## config.mk

```make
export PLATFORM = sky130hd
export DESIGN_NAME = load_power_sequencer_flat
export DESIGN_NICKNAME = d
export VERILOG_FILES = /design/src/rtl/lps_pkg.sv /design/src/rtl/lps_stream_if.sv /design/src/rtl/load_power_sequencer.sv /design/src/flat_wrapper.sv
export SDC_FILE = /design/constraint.sdc
export NUM_CORES = 1
export LEC_CHECK = 0
export ABC_AREA = 1
export BUFFER_PORTS_ARGS = -buffer_cell sky130_fd_sc_hd__buf_2
export CORE_MARGIN = 3
export CORE_UTILIZATION = 55
export CTS_CLUSTER_DIAMETER = 30
export DETAILED_ROUTE_END_ITERATION = 7
export PLACE_DENSITY = 0.79
export SYNTH_ARGS = -nofsm -noshare
export SYNTH_HDL_FRONTEND = slang
export SYNTH_SLANG_ARGS = --single-unit
```

## constraint.sdc

```tcl
create_clock -name clk -period 4.6 [get_ports clk]
set_clock_uncertainty 0.15 [all_clocks]
set_input_delay 1.38 -clock clk [delete_from_list [all_inputs] [get_ports clk]]
set_output_delay 1.38 -clock clk [all_outputs]
set_load 0.03 [all_outputs]
```

## src/rtl/lps_pkg.sv

```systemverilog
// Shared types and constants for the load power sequencer.
// Holds the request and result payload structs, mode codes and register defaults.
// No dependencies; compiled before every other file.
package lps_pkg;

  // Power mode codes as seen on the result channel.
  localparam logic [1:0] MODE_OFF  = 2'd0;
  localparam logic [1:0] MODE_RUN  = 2'd1;
  localparam logic [1:0] MODE_FAST = 2'd2;

  // Configuration register indexes and widths.
  localparam int CFG_INDEX_W = 2;
  localparam int CFG_DATA_W  = 16;
  localparam logic [CFG_INDEX_W-1:0] CFG_STOP_THRESHOLD = 2'd0;
  localparam logic [CFG_INDEX_W-1:0] CFG_LOW_VOLT_HOLD  = 2'd1;
  localparam logic [CFG_INDEX_W-1:0] CFG_LID_TIMEOUT    = 2'd2;

  // Register values after reset.
  localparam logic [13:0] STOP_THRESHOLD_RESET = 14'd9000;
  localparam logic [7:0]  LOW_VOLT_HOLD_RESET  = 8'd7;
  localparam logic [15:0] LID_TIMEOUT_RESET    = 16'd300;

  // One control tick.
  typedef struct packed {
    logic [31:0] now_seconds;
    logic        switch_on;
    logic        lid_covered;
    logic        adaptor_present;
    logic [13:0] sys_voltage_mv;
    logic        bat1_has_runtime;
    logic        bat2_has_runtime;
    logic [31:0] lid_cover_stamp;
    logic [31:0] lid_uncover_stamp;
  } lps_tick_t;

  // One result per tick.
  typedef struct packed {
    logic [1:0] power_mode;
    logic       main_board_enable;
    logic       aux_board_enable;
    logic       fan_enable;
    logic       low_power_latched;
  } lps_result_t;

endpackage

```

## src/rtl/lps_stream_if.sv

```systemverilog
// Valid/ready stream interface used for the tick and result channels.
// The payload type is a parameter; the payload structs come from lps_pkg.
interface lps_stream_if #(
  parameter type payload_t = logic
);
  logic     valid;
  logic     ready;
  payload_t payload;

  modport source (output valid, output payload, input ready);
  modport sink (input valid, input payload, output ready);
endinterface

```

## src/rtl/load_power_sequencer.sv

```systemverilog
// Load power sequencer top level: tick register, one-pass step logic, result register.
// Depends on lps_pkg (types, codes, defaults) and lps_stream_if (channels).
//
//   channel   direction  width  contents
//   tick      in         115    one control tick (lps_tick_t)
//   result    out        6      mode, three enables, low-power flag (lps_result_t)
//   cfg_*     in         16     register write: cfg_we, cfg_index, cfg_data
//
// A request is taken into the tick register, and once the result register is free or
// drained the step logic updates the state and loads the result register.
// A new request is accepted every cycle; the only limit is the result register, which
// holds its value while the result channel stalls and then blocks the tick register.
// Reset (rst, synchronous) puts the mode to off, clears all latches and loads the
// register defaults; no clearing pass is needed.
module load_power_sequencer (
  input  logic                           clk,
  input  logic                           rst,
  lps_stream_if.sink                     tick,
  lps_stream_if.source                   result,
  input  logic                           cfg_we,
  input  logic [lps_pkg::CFG_INDEX_W-1:0] cfg_index,
  input  logic [lps_pkg::CFG_DATA_W-1:0]  cfg_data
);
  import lps_pkg::*;

  // Configuration registers.
  logic [13:0] stop_threshold_mv;
  logic [7:0]  low_volt_hold_s;
  logic [15:0] lid_timeout_s;

  // Sequencer state.
  logic [1:0]  mode_reg;
  logic        button_latch;
  logic        cover_latch;
  logic [31:0] low_volt_since;
  logic        low_power_latch;

  // Tick register and result register.
  logic        s1_valid;
  lps_tick_t   s1_tick;
  logic        out_valid;
  lps_result_t out_result;

  logic        s1_adv;

  // Next values of the state after one step.
  logic [1:0]  mode_next;
  logic        button_next;
  logic        cover_next;
  logic [31:0] since_next;
  logic        lowpow_next;

  // Handshake: the tick register moves on when the result register is free or drained.
  assign s1_adv        = s1_valid && (!out_valid || result.ready);
  assign tick.ready    = !s1_valid || s1_adv;
  assign result.valid  = out_valid;
  assign result.payload = out_result;

  // Configuration writes keep only each register's width.
  always_ff @(posedge clk) begin
    if (rst) begin
      stop_threshold_mv <= STOP_THRESHOLD_RESET;
      low_volt_hold_s   <= LOW_VOLT_HOLD_RESET;
      lid_timeout_s     <= LID_TIMEOUT_RESET;
    end else if (cfg_we) begin
      case (cfg_index)
        CFG_STOP_THRESHOLD: stop_threshold_mv <= cfg_data[13:0];
        CFG_LOW_VOLT_HOLD:  low_volt_hold_s   <= cfg_data[7:0];
        CFG_LID_TIMEOUT:    lid_timeout_s     <= cfg_data;
        default: ;
      endcase
    end
  end

  // One tick: off, run and fast-boot checks in order, each seeing the mode left by
  // the previous one. At most one of run and fast boot runs the low-voltage check.
  always_comb begin
    logic        may_start;
    logic        sw;
    logic        covered;
    logic        volt_low;
    logic        lv_trip;
    logic        lid_cover_late;
    logic        lid_uncover_late;
    logic [31:0] lv_elapsed;

    sw       = s1_tick.switch_on;
    covered  = s1_tick.lid_covered;
    volt_low = s1_tick.sys_voltage_mv <= stop_threshold_mv;
    lv_elapsed = s1_tick.now_seconds - low_volt_since;
    lv_trip  = volt_low && (low_volt_since != 32'd0) &&
               (lv_elapsed >= {24'd0, low_volt_hold_s});
    lid_cover_late   = (s1_tick.now_seconds - s1_tick.lid_cover_stamp) >=
                       {16'd0, lid_timeout_s};
    lid_uncover_late = (s1_tick.now_seconds - s1_tick.lid_uncover_stamp) >=
                       {16'd0, lid_timeout_s};

    mode_next   = mode_reg;
    button_next = button_latch;
    cover_next  = cover_latch;
    since_next  = low_volt_since;
    lowpow_next = low_power_latch && !s1_tick.adaptor_present;
    may_start   = (s1_tick.bat1_has_runtime || s1_tick.bat2_has_runtime) && !lowpow_next;

    // Off: switch and lid edges may start the board.
    if (mode_next == MODE_OFF) begin
      if (!button_next && sw) begin
        if (may_start) mode_next = MODE_RUN;
        button_next = 1'b1;
      end else if (button_next && !sw) begin
        button_next = 1'b0;
      end
      if (!cover_next && !covered) begin
        if (may_start) mode_next = button_next ? MODE_RUN : MODE_FAST;
        cover_next = 1'b1;
      end else if (cover_next && covered) begin
        cover_next = 1'b0;
      end
    end

    // Run: low voltage, lid timeout and switch release turn the board off.
    if (mode_next == MODE_RUN) begin
      if (!volt_low) begin
        since_next = 32'd0;
      end else if (low_volt_since == 32'd0) begin
        since_next = s1_tick.now_seconds;
      end else if (lv_trip) begin
        mode_next   = MODE_OFF;
        lowpow_next = 1'b1;
      end
      if (cover_next && covered) cover_next = 1'b0;
      if (!cover_next && lid_cover_late) mode_next = MODE_OFF;
      if (button_next && !sw) begin
        mode_next   = MODE_OFF;
        button_next = 1'b0;
      end
    end

    // Fast boot: lid timeout, switch press, lid close, then low voltage.
    if (mode_next == MODE_FAST) begin
      if (lid_uncover_late) mode_next = MODE_OFF;
      if (!button_next && sw && !lowpow_next) begin
        mode_next   = MODE_RUN;
        button_next = 1'b1;
      end
      if (cover_next && covered) begin
        mode_next  = MODE_OFF;
        cover_next = 1'b0;
      end
      if (!volt_low) begin
        since_next = 32'd0;
      end else if (low_volt_since == 32'd0) begin
        since_next = s1_tick.now_seconds;
      end else if (lv_trip) begin
        mode_next   = MODE_OFF;
        lowpow_next = 1'b1;
      end
    end
  end

  // Tick register.
  always_ff @(posedge clk) begin
    if (rst) begin
      s1_valid <= 1'b0;
    end else if (tick.ready) begin
      s1_valid <= tick.valid;
    end
    if (tick.valid && tick.ready) begin
      s1_tick <= tick.payload;
    end
  end

  // State and result register.
  always_ff @(posedge clk) begin
    if (rst) begin
      mode_reg        <= MODE_OFF;
      button_latch    <= 1'b0;
      cover_latch     <= 1'b0;
      low_volt_since  <= 32'd0;
      low_power_latch <= 1'b0;
      out_valid       <= 1'b0;
    end else begin
      if (s1_adv) begin
        mode_reg        <= mode_next;
        button_latch    <= button_next;
        cover_latch     <= cover_next;
        low_volt_since  <= since_next;
        low_power_latch <= lowpow_next;
        out_valid       <= 1'b1;
      end else if (result.ready) begin
        out_valid <= 1'b0;
      end
    end
    if (s1_adv) begin
      out_result.power_mode        <= mode_next;
      out_result.main_board_enable <= (mode_next == MODE_RUN) || (mode_next == MODE_FAST);
      out_result.aux_board_enable  <= mode_next == MODE_RUN;
      out_result.fan_enable        <= mode_next == MODE_RUN;
      out_result.low_power_latched <= lowpow_next;
    end
  end

  // A held tick that cannot move on keeps its contents.
  a_tick_held: assert property (@(posedge clk) disable iff (rst)
    s1_valid && !s1_adv |=> s1_valid && $stable(s1_tick))
    else $error("tick register changed while stalled");

  // The mode register never takes the unused code.
  a_mode_code: assert property (@(posedge clk) disable iff (rst)
    (mode_reg == MODE_OFF) || (mode_reg == MODE_RUN) || (mode_reg == MODE_FAST))
    else $error("mode register holds an unused code");

  // A low-voltage shutdown always leaves the board off.
  a_lowpow_off: assert property (@(posedge clk) disable iff (rst)
    $rose(low_power_latch) |-> mode_reg == MODE_OFF)
    else $error("low-power latch set while board powered");

  // The second board and fan never run without the main board.
  a_enable_order: assert property (@(posedge clk) disable iff (rst)
    out_valid && (out_result.aux_board_enable || out_result.fan_enable)
      |-> out_result.main_board_enable)
    else $error("aux or fan enabled without main board");

  // The result register mirrors the state it was loaded from.
  a_result_state: assert property (@(posedge clk) disable iff (rst)
    s1_adv |=> out_valid && out_result.power_mode == mode_reg &&
               out_result.low_power_latched == low_power_latch)
    else $error("result does not match sequencer state");

endmodule

```

## src/flat_wrapper.sv

```systemverilog
// flat-port wrapper written by rule: the top's interface ports become plain ports
module load_power_sequencer_flat import lps_pkg::*;
  (clk, rst, cfg_we, cfg_index, cfg_data, tick_valid, tick_payload, tick_ready, result_valid, result_payload, result_ready);
  lps_stream_if #(.payload_t(lps_tick_t)) tick_i ();
  lps_stream_if #(.payload_t(lps_result_t)) result_i ();
  input  logic clk;
  input  logic rst;
  input  logic cfg_we;
  input  logic [lps_pkg::CFG_INDEX_W-1:0] cfg_index;
  input  logic [lps_pkg::CFG_DATA_W-1:0] cfg_data;
  input wire logic [$bits(tick_i.valid)-1:0] tick_valid;
  input wire logic [$bits(tick_i.payload)-1:0] tick_payload;
  output wire logic [$bits(tick_i.ready)-1:0] tick_ready;
  output wire logic [$bits(result_i.valid)-1:0] result_valid;
  output wire logic [$bits(result_i.payload)-1:0] result_payload;
  input wire logic [$bits(result_i.ready)-1:0] result_ready;
  assign tick_i.valid = tick_valid;
  assign tick_i.payload = tick_payload;
  assign tick_ready = tick_i.ready;
  assign result_valid = result_i.valid;
  assign result_payload = result_i.payload;
  assign result_i.ready = result_ready;
  load_power_sequencer u_core (.clk(clk), .rst(rst), .tick(tick_i), .result(result_i), .cfg_we(cfg_we), .cfg_index(cfg_index), .cfg_data(cfg_data));
endmodule
```

==> results of run 1 <==
[through the flow]
stage / utilization / instances / total power, uW
after floorplan: - / 2286 / 3310
after global placement: 0.605 / 2781 / 3750
after detailed placement: 0.605 / 2781 / 3790
after CTS: 0.627 / 2813 / 5340
after global routing: 0.627 / 2813 / 5690
final: 0.627 / 2813 / 5370
[path summary, 6_finish.rpt]
| check | startpoint | end | slack, ns | depth (start not counted) |
|---|---|---|---|---|
| worst min register to register | u_core.stop_threshold_mv[11] | u_core.stop_threshold_mv[11] | 0.31 | 2 |
| worst max register to register | u_core.s1_tick[89] | u_core.result.payload[3] | 0.28 | 25 |
| worst min-delay path | u_core.stop_threshold_mv[11] | u_core.stop_threshold_mv[11] | 0.31 | 2 |
| worst max-delay path | u_core.s1_tick[89] | u_core.result.payload[3] | 0.28 | 25 |
[worst reg2reg max path: cells and delay by family, from the launching register on]
family | cells | cell delay [ns]
simple gates | 15 | 1.60
fa+ha+maj | 3 | 1.02
compound gates | 3 | 0.56
flops | 1 | 0.50
xor+xnor | 1 | 0.16
buf+inv | 3 | 0.12
[metal layers]
metal	vias to the layer above	part of all wire	GRT usage
li1	7710	-	-
met1	7012	0.44	0.421
met5	-	0	0
met4	0	0.038	0.112
met3	108	0.085	0.0411
met2	665	0.43	0.482
[report_power, final]
group	leakage, uW	internal (uW)	switching, uW
clock	0.000300	750	814
combinational	0.00691	606	1130
sequential	0.00180	1990	79.5
[synth_stat cells, types with 7 or more instances]
master                       n  area, sq um
sky130_fd_sc_hd__o211ai_1   16          120
sky130_fd_sc_hd__o31ai_1    29          218
sky130_fd_sc_hd__a21oi_1   174          871
sky130_fd_sc_hd__a21o_1      9         67.6
sky130_fd_sc_hd__nand2_2     8         50.1
sky130_fd_sc_hd__nor3_1     34          170
sky130_fd_sc_hd__edfxtp_1  120         3600
sky130_fd_sc_hd__inv_1     434         1630
sky130_fd_sc_hd__nand4_1    31          194
sky130_fd_sc_hd__nand2_1   597         2240
sky130_fd_sc_hd__xnor2_1    10         87.6
sky130_fd_sc_hd__buf_2       8         40.0
sky130_fd_sc_hd__ha_1      148         1850
sky130_fd_sc_hd__clkbuf_1   30          113
sky130_fd_sc_hd__nand3_1   115          576
sky130_fd_sc_hd__nor2_1    184          691
sky130_fd_sc_hd__xor2_1     41          359
sky130_fd_sc_hd__o21ai_0   122          611
sky130_fd_sc_hd__o21bai_1   14          105
sky130_fd_sc_hd__nor4_1     11         68.8
sky130_fd_sc_hd__dfxtp_1    77         1540
sky130_fd_sc_hd__o21ai_1     7         35.0
sky130_fd_sc_hd__nand3b_1   12         90.1
[placed cells by master, fill, tap and decap left out, drive strengths merged, types with 6 or more instances in the layout]
master / n
nand2: 605
inv: 442
nor2: 189
a21oi: 177
buf: 160
ha: 148
o21ai: 130
nand3: 121
edfxtp: 120
dfxtp: 77
xor2: 41
nor3: 36
nand4: 31
o31ai: 29
clkbuf: 17
o211ai: 16
o21bai: 14
nand3b: 12
nor4: 11
xnor2: 10
a21o: 9
clkinv: 8
a31oi: 6
[cell families after synthesis]
kind of cell | count (synthesis) | synth area share
DFF | 197 | 0.326
buffers and inverters | 479 | 0.116
xor gates and xnor gates | 51 | 0.0283
AOI/OAI and AO/OA | 393 | 0.139
and+or+nand+nor | 1015 | 0.270
adders and majority gates | 151 | 0.121
[layout make-up]
cell class | count | share of cell area
Clock inverter | 15 | 0.0112
Tap cell | 378 | 0.0269
Sequential cell | 197 | 0.293
Timing Repair Buffer | 160 | 0.0485
Multi-Input combinational cell | 1610 | 0.503
Inverter | 436 | 0.0934
Clock buffer | 17 | 0.0242
==> parameters.txt, run 1 <==
Parameter                              Value

Route
  Final antenna-violating net count ... 0
  Remaining design rule violation count ... 0
  Drt initial violations ... 1,508
  Wire length per cell after detailed routing ... 16.7 um
  Vias ... 15.5k
  Post-detailed-routing wire length ... 47,100 um
  Number of optimization iterations in the first detailed-route pass ... 6
  Post-detailed-route via-to-cell ratio ... 5.51

Layout
  Number of flip-flops in the largest register ... 115
  Footprint of the multi-input gates ... 0.00883 sq mm
  Reg with most FFs ... u_core.s1_tick
  Count of fill cells added during filler insertion ... 2,576
  Post-layout nets ... 2,711
  Fraction of layout instances using a drive strength above 1 ... 0.0920
  Synthesis-to-finish area growth ... 11.2%
  Register cell area after layout ... 0.00514 sq mm
  Top Registers ... u_core.s1_tick (115), u_core.low_volt_since (32), u_core.lid_timeout_s (16)
  Antenna diode instance count ... 0
  Post-route cell area ... 0.0176 sq mm

GRT
  Overall track demand over capacity in global routing ... 0.302
  Largest net degree at the start of global routing ... 102
  Number of global-route vias before repair ... 14.5k
  Global-route wire length before repair ... 74,200 um
  Antenna violations before repair ... 0
  Total congestion overflow ... 0

Clocking
  Worst-Skew Late Latency ... 0.45 ns
  Buffer cell driving the clock tree root ... sky130_fd_sc_hd__clkbuf_16
  Clock tree from TritonCTS ... yes
  Post-CTS Hold Buffers ... 0
  Max Root-Sink Buffers ... 2
  Number of sinks driven by the clock tree ... 197
  Clock-pin transition on the worst setup and hold timing paths ... 0.09 ns
  Post-cts repair resize count ... 0
  Post-CTS Setup Bufs ... 0
  Max H-tree Level ... 4
  Number of buffers created by CTS ... 17

Timing
  Highest Clock Rate ... 232 MHz
  Final-report max-slew violation count ... 0
  Worst setup margin ... 0.285 ns
  Rel. slew slack ... 0.472
  Sum of negative setup slack ... 0 ns
  Worst-case hold slack ... 0.315 ns
  Number of setup violations in the final report ... 0
  Transition time of the tightest slew-check pin ... 0.790 ns
  Final worst path period share ... 0.938
  Unrepaired setup endpoints after global routing ... false
  Shortest period the worst path allows ... 4.32 ns
  Final number of hold-violating endpoints ... 0

Yosys
  Register area share after synthesis ... 0.326
  Distinct cells, synth ... 46
  Cells after Synth ... 2,286
  Cell area after synthesis ... 0.0158 sq mm
  Async set-or-reset flop fraction in the synthesized netlist ... 0
  Number of enable flip-flop cells after synthesis ... 120
  Number of nets in the synthesized netlist ... 2,575
  FF+latch count, synth ... 197
  Number of warnings reported in the yosys synthesis log ... 0
  Mean Syn Cell Area ... 6.91 sq um
  Most used DFF post-synth ... sky130_fd_sc_hd__edfxtp_1

Placed design
  Placed cell area ... 0.0169 sq mm
  Setup WS pre-CTS ... 0.348 ns
  HPWL after DPL ... 37,600 um
  Placer's final routability congestion estimate ... 0.981
  Count of input and output buffers ... 145

Die
  Width of the die ... 175 um
  Height of the die ... 175 um
  Overall die area ... 0.0308 sq mm
  Number of top-level pins ... 146
  Initial standard-cell utilization of the core ... 0.564
  Core Area ... 0.0280 sq mm
  Core Rows ... 61

Critical path
  Critical path type ... reg -> reg
  Crit path arrival time ... 4.38 ns
  Worst Path Required ... 4.66 ns
  Cell repeated most along the worst path ... sky130_fd_sc_hd__nand3_1
  Biggest cell delay along the critical path ... 0.50 ns
  Crit-path leading delay family ... simple AND/OR/NAND/NOR gates
  Buffer and inverter count on the worst path ... 3
  Critical path startpoint category ... register
  Peak fanout along the critical path ... 4
  CP Capture Type ... register
  Slowest cell on crit path ... sky130_fd_sc_hd__edfxtp_1

Status
  Result of the run ... finished, final reports clean

Min path
  Worst min-delay path class ... reg -> reg

Run
  Number of violations of the max-capacitance limit ... 0

Power
  Peak supply drop ... 0.245 mV
  Leak Pwr ... 0.00901 uW
  Total power density per cell area ... 306 mW/mm^2
Power figures use the tool's default switching activity.
==> run 2, diff against run 1 <==
--- a/config.mk
+++ b/config.mk
@@ -11,7 +11,8 @@
 export CORE_UTILIZATION = 55
 export CTS_CLUSTER_DIAMETER = 30
 export DETAILED_ROUTE_END_ITERATION = 7
-export PLACE_DENSITY = 0.79
+export PLACE_DENSITY_LB_ADDON = 0.3
+export REMOVE_ABC_BUFFERS = 1
 export SYNTH_ARGS = -nofsm -noshare
 export SYNTH_HDL_FRONTEND = slang
 export SYNTH_SLANG_ARGS = --single-unit
==> parameters.txt, run 2 (synthesis gave the netlist of run 1 again) <==
Parameter                              Value

Min path
  Endpoint with the worst hold slack ... u_core.stop_threshold_mv[1]
  Worst min-delay path class ... reg -> reg
  Worst hold stages ... 2 (unchanged)
  Beginning of the worst hold path ... u_core.stop_threshold_mv[1]

Timing
  Final worst path period share ... 0.914 (-0.0238)
  Transition time of the tightest slew-check pin ... 0.979 ns (+0.189 ns)
  Final-report max-slew violation count ... 0 (unchanged)
  Number of setup violations in the final report ... 0 (unchanged)
  Final number of hold-violating endpoints ... 0 (unchanged)
  Highest Clock Rate ... 238 MHz (+2.6%)
  Shortest period the worst path allows ... 4.21 ns (-0.109 ns)
  Sum of negative setup slack ... 0 ns (unchanged)
  Rel. slew slack ... 0.347 (-0.126)

Clocking
  Number of buffers created by CTS ... 17 (unchanged)
  Clock tree from TritonCTS ... yes
  Post-CTS Hold Buffers ... 0 (unchanged)
  Max H-tree Level ... 4 (unchanged)
  Max Root-Sink Buffers ... 2 (unchanged)
  Buffer cell driving the clock tree root ... sky130_fd_sc_hd__clkbuf_16
  Clock-pin transition on the worst setup and hold timing paths ... 0.08 ns (about the same)
  Number of sinks driven by the clock tree ... 197 (unchanged)
  Worst-Skew Late Latency ... 0.45 ns (about the same)

Route
  Number of optimization iterations in the first detailed-route pass ... 5 (-1)
  Final antenna-violating net count ... 0 (unchanged)
  Drt initial violations ... 1,629 (+8.0%)
  Vias ... 15.6k (+0.44%)
  Wire length per cell after detailed routing ... 16.7 um (-0.20%)
  Post-detailed-route via-to-cell ratio ... 5.52 (+0.23%)
  Post-detailed-routing wire length ... 47,100 um (about the same)
  Remaining design rule violation count ... 0 (unchanged)

Layout
  Finished Layout Cells ... 2,819 (+0.21%)
  Post-route cell area ... 0.0176 sq mm (+0.40%)
  Footprint of the multi-input gates ... 0.00887 sq mm (+0.44%)
  Final core area utilization ... 0.629 (+0.00250)
  Number of flip-flops in the largest register ... 115 (unchanged)
  Fraction of layout instances using a drive strength above 1 ... 0.0983 (+0.00633)
  Antenna diode instance count ... 0 (unchanged)
  Commonest cells after routing, fill and taps aside ... sky130_fd_sc_hd__nand2_1, sky130_fd_sc_hd__inv_1, sky130_fd_sc_hd__nor2_1
  Synthesis-to-finish area growth ... 11.6%
  Reg with most FFs ... u_core.s1_tick
  Register cell area after layout ... 0.00514 sq mm (unchanged)
  Top Registers ... u_core.s1_tick (115), u_core.low_volt_since (32), u_core.lid_timeout_s (16)
  Post-layout nets ... 2,718 (+0.26%)
  Count of fill cells added during filler insertion ... 2,536 (-1.6%)
  Most common library cell in the layout ignoring fill and taps ... sky130_fd_sc_hd__nand2_1

Placed design
  Count of input and output buffers ... 145 (unchanged)
  HPWL after DPL ... 36,700 um (-2.4%)
  Placed Cells incl. Taps ... 2,781 (unchanged)
  Placed cell area ... 0.0169 sq mm (about the same)
  Placer's final routability congestion estimate ... 0.976 (-0.60%)

GRT
  Largest net degree at the start of global routing ... 116 (+14%)
  Global-route wire length before repair ... 74,700 um (+0.60%)
  Number of global-route vias before repair ... 14.5k (+0.31%)
  Overall track demand over capacity in global routing ... 0.304 (+0.00133)
  Met1 Resource Use GR ... 0.431 (+0.0103)
  Met3 Use GR ... 0.0452 (+0.00411)
  Total congestion overflow ... 0 (unchanged)
  Routing layer with the top usage in global route ... met2
  GR met2 Demand/Resource ... 0.473 (-0.00908)
  Antenna violations before repair ... 0 (unchanged)

Critical path
  Crit path arrival time ... 4.27 ns (-0.11 ns)
  Peak fanout along the critical path ... 4 (unchanged)
  CP Capture Type ... register
  Endpoint of the worst-slack reg-to-reg timing path ... u_core.result.payload[3]
  Critical path type ... reg -> reg
  Critical path startpoint category ... register
  Worst reg2reg setup slack ... 0.39 ns (+0.11 ns)
  Launch point of the worst reg-to-reg path ... u_core.s1_tick[87]
  R2R depth ... 27 (+8.0%)
  Worst Path Required ... 4.67 ns (about the same)

Status
  Result of the run ... finished, final reports clean

Die
  Initial standard-cell utilization of the core ... 0.564 (unchanged)
  Core Area ... 0.0280 sq mm (unchanged)
  Overall die area ... 0.0308 sq mm (unchanged)
  Width of the die ... 175 um (unchanged)
  Height of the die ... 175 um (unchanged)
  Core Rows ... 61 (unchanged)
  Number of top-level pins ... 146 (unchanged)

Power
  Leak Pwr ... 0.00905 uW (+0.39%)
  Total power density per cell area ... 306 mW/mm^2 (about the same)
  Peak supply drop ... 0.282 mV (+15%)

Run
  Number of violations of the max-capacitance limit ... 0 (unchanged)
## run 2: metal layers
metal	up-vias	part of all wire
li1	7718	-
met1	7046	0.45
met2	694	0.44
met3	105	0.080
met4	0	0.033
met5	-	0
## run 2: how the worst max path moves through the flow
stage                       startpoint                        to  slack (ns)  cells past startpoint
CTS                 u_core.s1_tick[87]  u_core.result.payload[3]        0.27                     27
global route        u_core.s1_tick[87]  u_core.result.payload[3]      -0.007                     27
detailed placement  u_core.s1_tick[87]  u_core.result.payload[3]        0.28                     27
global placement    u_core.s1_tick[87]  u_core.result.payload[3]        0.45                     27
floorplan                 result_ready         u_core.s1_tick[0]       -0.06                      4
finish              u_core.s1_tick[87]  u_core.result.payload[3]        0.39                     27
## run 2: area by class of cell
| cell class | count | area share |
|---|---|---|
| inverters | 436 | 0.0930 |
| clock inverters | 13 | 0.00859 |
| repair buffers | 167 | 0.0512 |
| flip-flops and latches | 197 | 0.292 |
| well taps | 378 | 0.0268 |
| clock buffers | 18 | 0.0256 |
| multi-input cells | 1610 | 0.503 |
## run 2: critical path, stage by stage, from the launching register on
cell	delay, ns
sky130_fd_sc_hd__edfxtp_1	0.51
sky130_fd_sc_hd__ha_4	0.34
sky130_fd_sc_hd__nand2_1	0.07
sky130_fd_sc_hd__inv_1	0.07
sky130_fd_sc_hd__nand3_1	0.10
sky130_fd_sc_hd__nor2_2	0.12
sky130_fd_sc_hd__nor2_1	0.08
sky130_fd_sc_hd__o21ai_2	0.21
sky130_fd_sc_hd__nand2_1	0.07
sky130_fd_sc_hd__nand2_1	0.13
sky130_fd_sc_hd__xor2_1	0.18
sky130_fd_sc_hd__ha_1	0.28
sky130_fd_sc_hd__a21oi_2	0.15
sky130_fd_sc_hd__nor2_1	0.07
sky130_fd_sc_hd__a211oi_2	0.15
sky130_fd_sc_hd__nand2_1	0.07
sky130_fd_sc_hd__inv_1	0.05
sky130_fd_sc_hd__nand3_1	0.07
sky130_fd_sc_hd__nor2_1	0.09
sky130_fd_sc_hd__nand4_1	0.14
sky130_fd_sc_hd__nor2_1	0.12
sky130_fd_sc_hd__nand3_1	0.09
sky130_fd_sc_hd__nor2_1	0.09
sky130_fd_sc_hd__nand3_1	0.09
sky130_fd_sc_hd__nand2_1	0.10
sky130_fd_sc_hd__inv_1	0.05
sky130_fd_sc_hd__ha_1	0.27
sky130_fd_sc_hd__inv_1	0.04
## run 2: stage by stage
| stage | setup WS (ns) | hold WS [ns] | power (uW) |
|---|---|---|---|
| 2_1_floorplan | -0.0631 | 0.285 | 3280 |
| 3_3_place_gp | 0.451 | 0.294 | 3750 |
| 3_5_place_dp | 0.283 | 0.308 | 3790 |
| 4_1_cts | 0.272 | 0.319 | 5340 |
| 5_1_grt | -0.00684 | 0.329 | 5700 |
| 6_report | 0.394 | 0.313 | 5390 |
## run 2: repair_timing
action,CTS,global route
gates resized for setup,0,11
setup endpoints to repair,0,2
setup buffers,0,7
## run 2: power by group
part	total, uW	switching [uW]	internal (uW)
clock network	1560	752	807
logic	1770	1150	619
registers	2060	76.7	1990
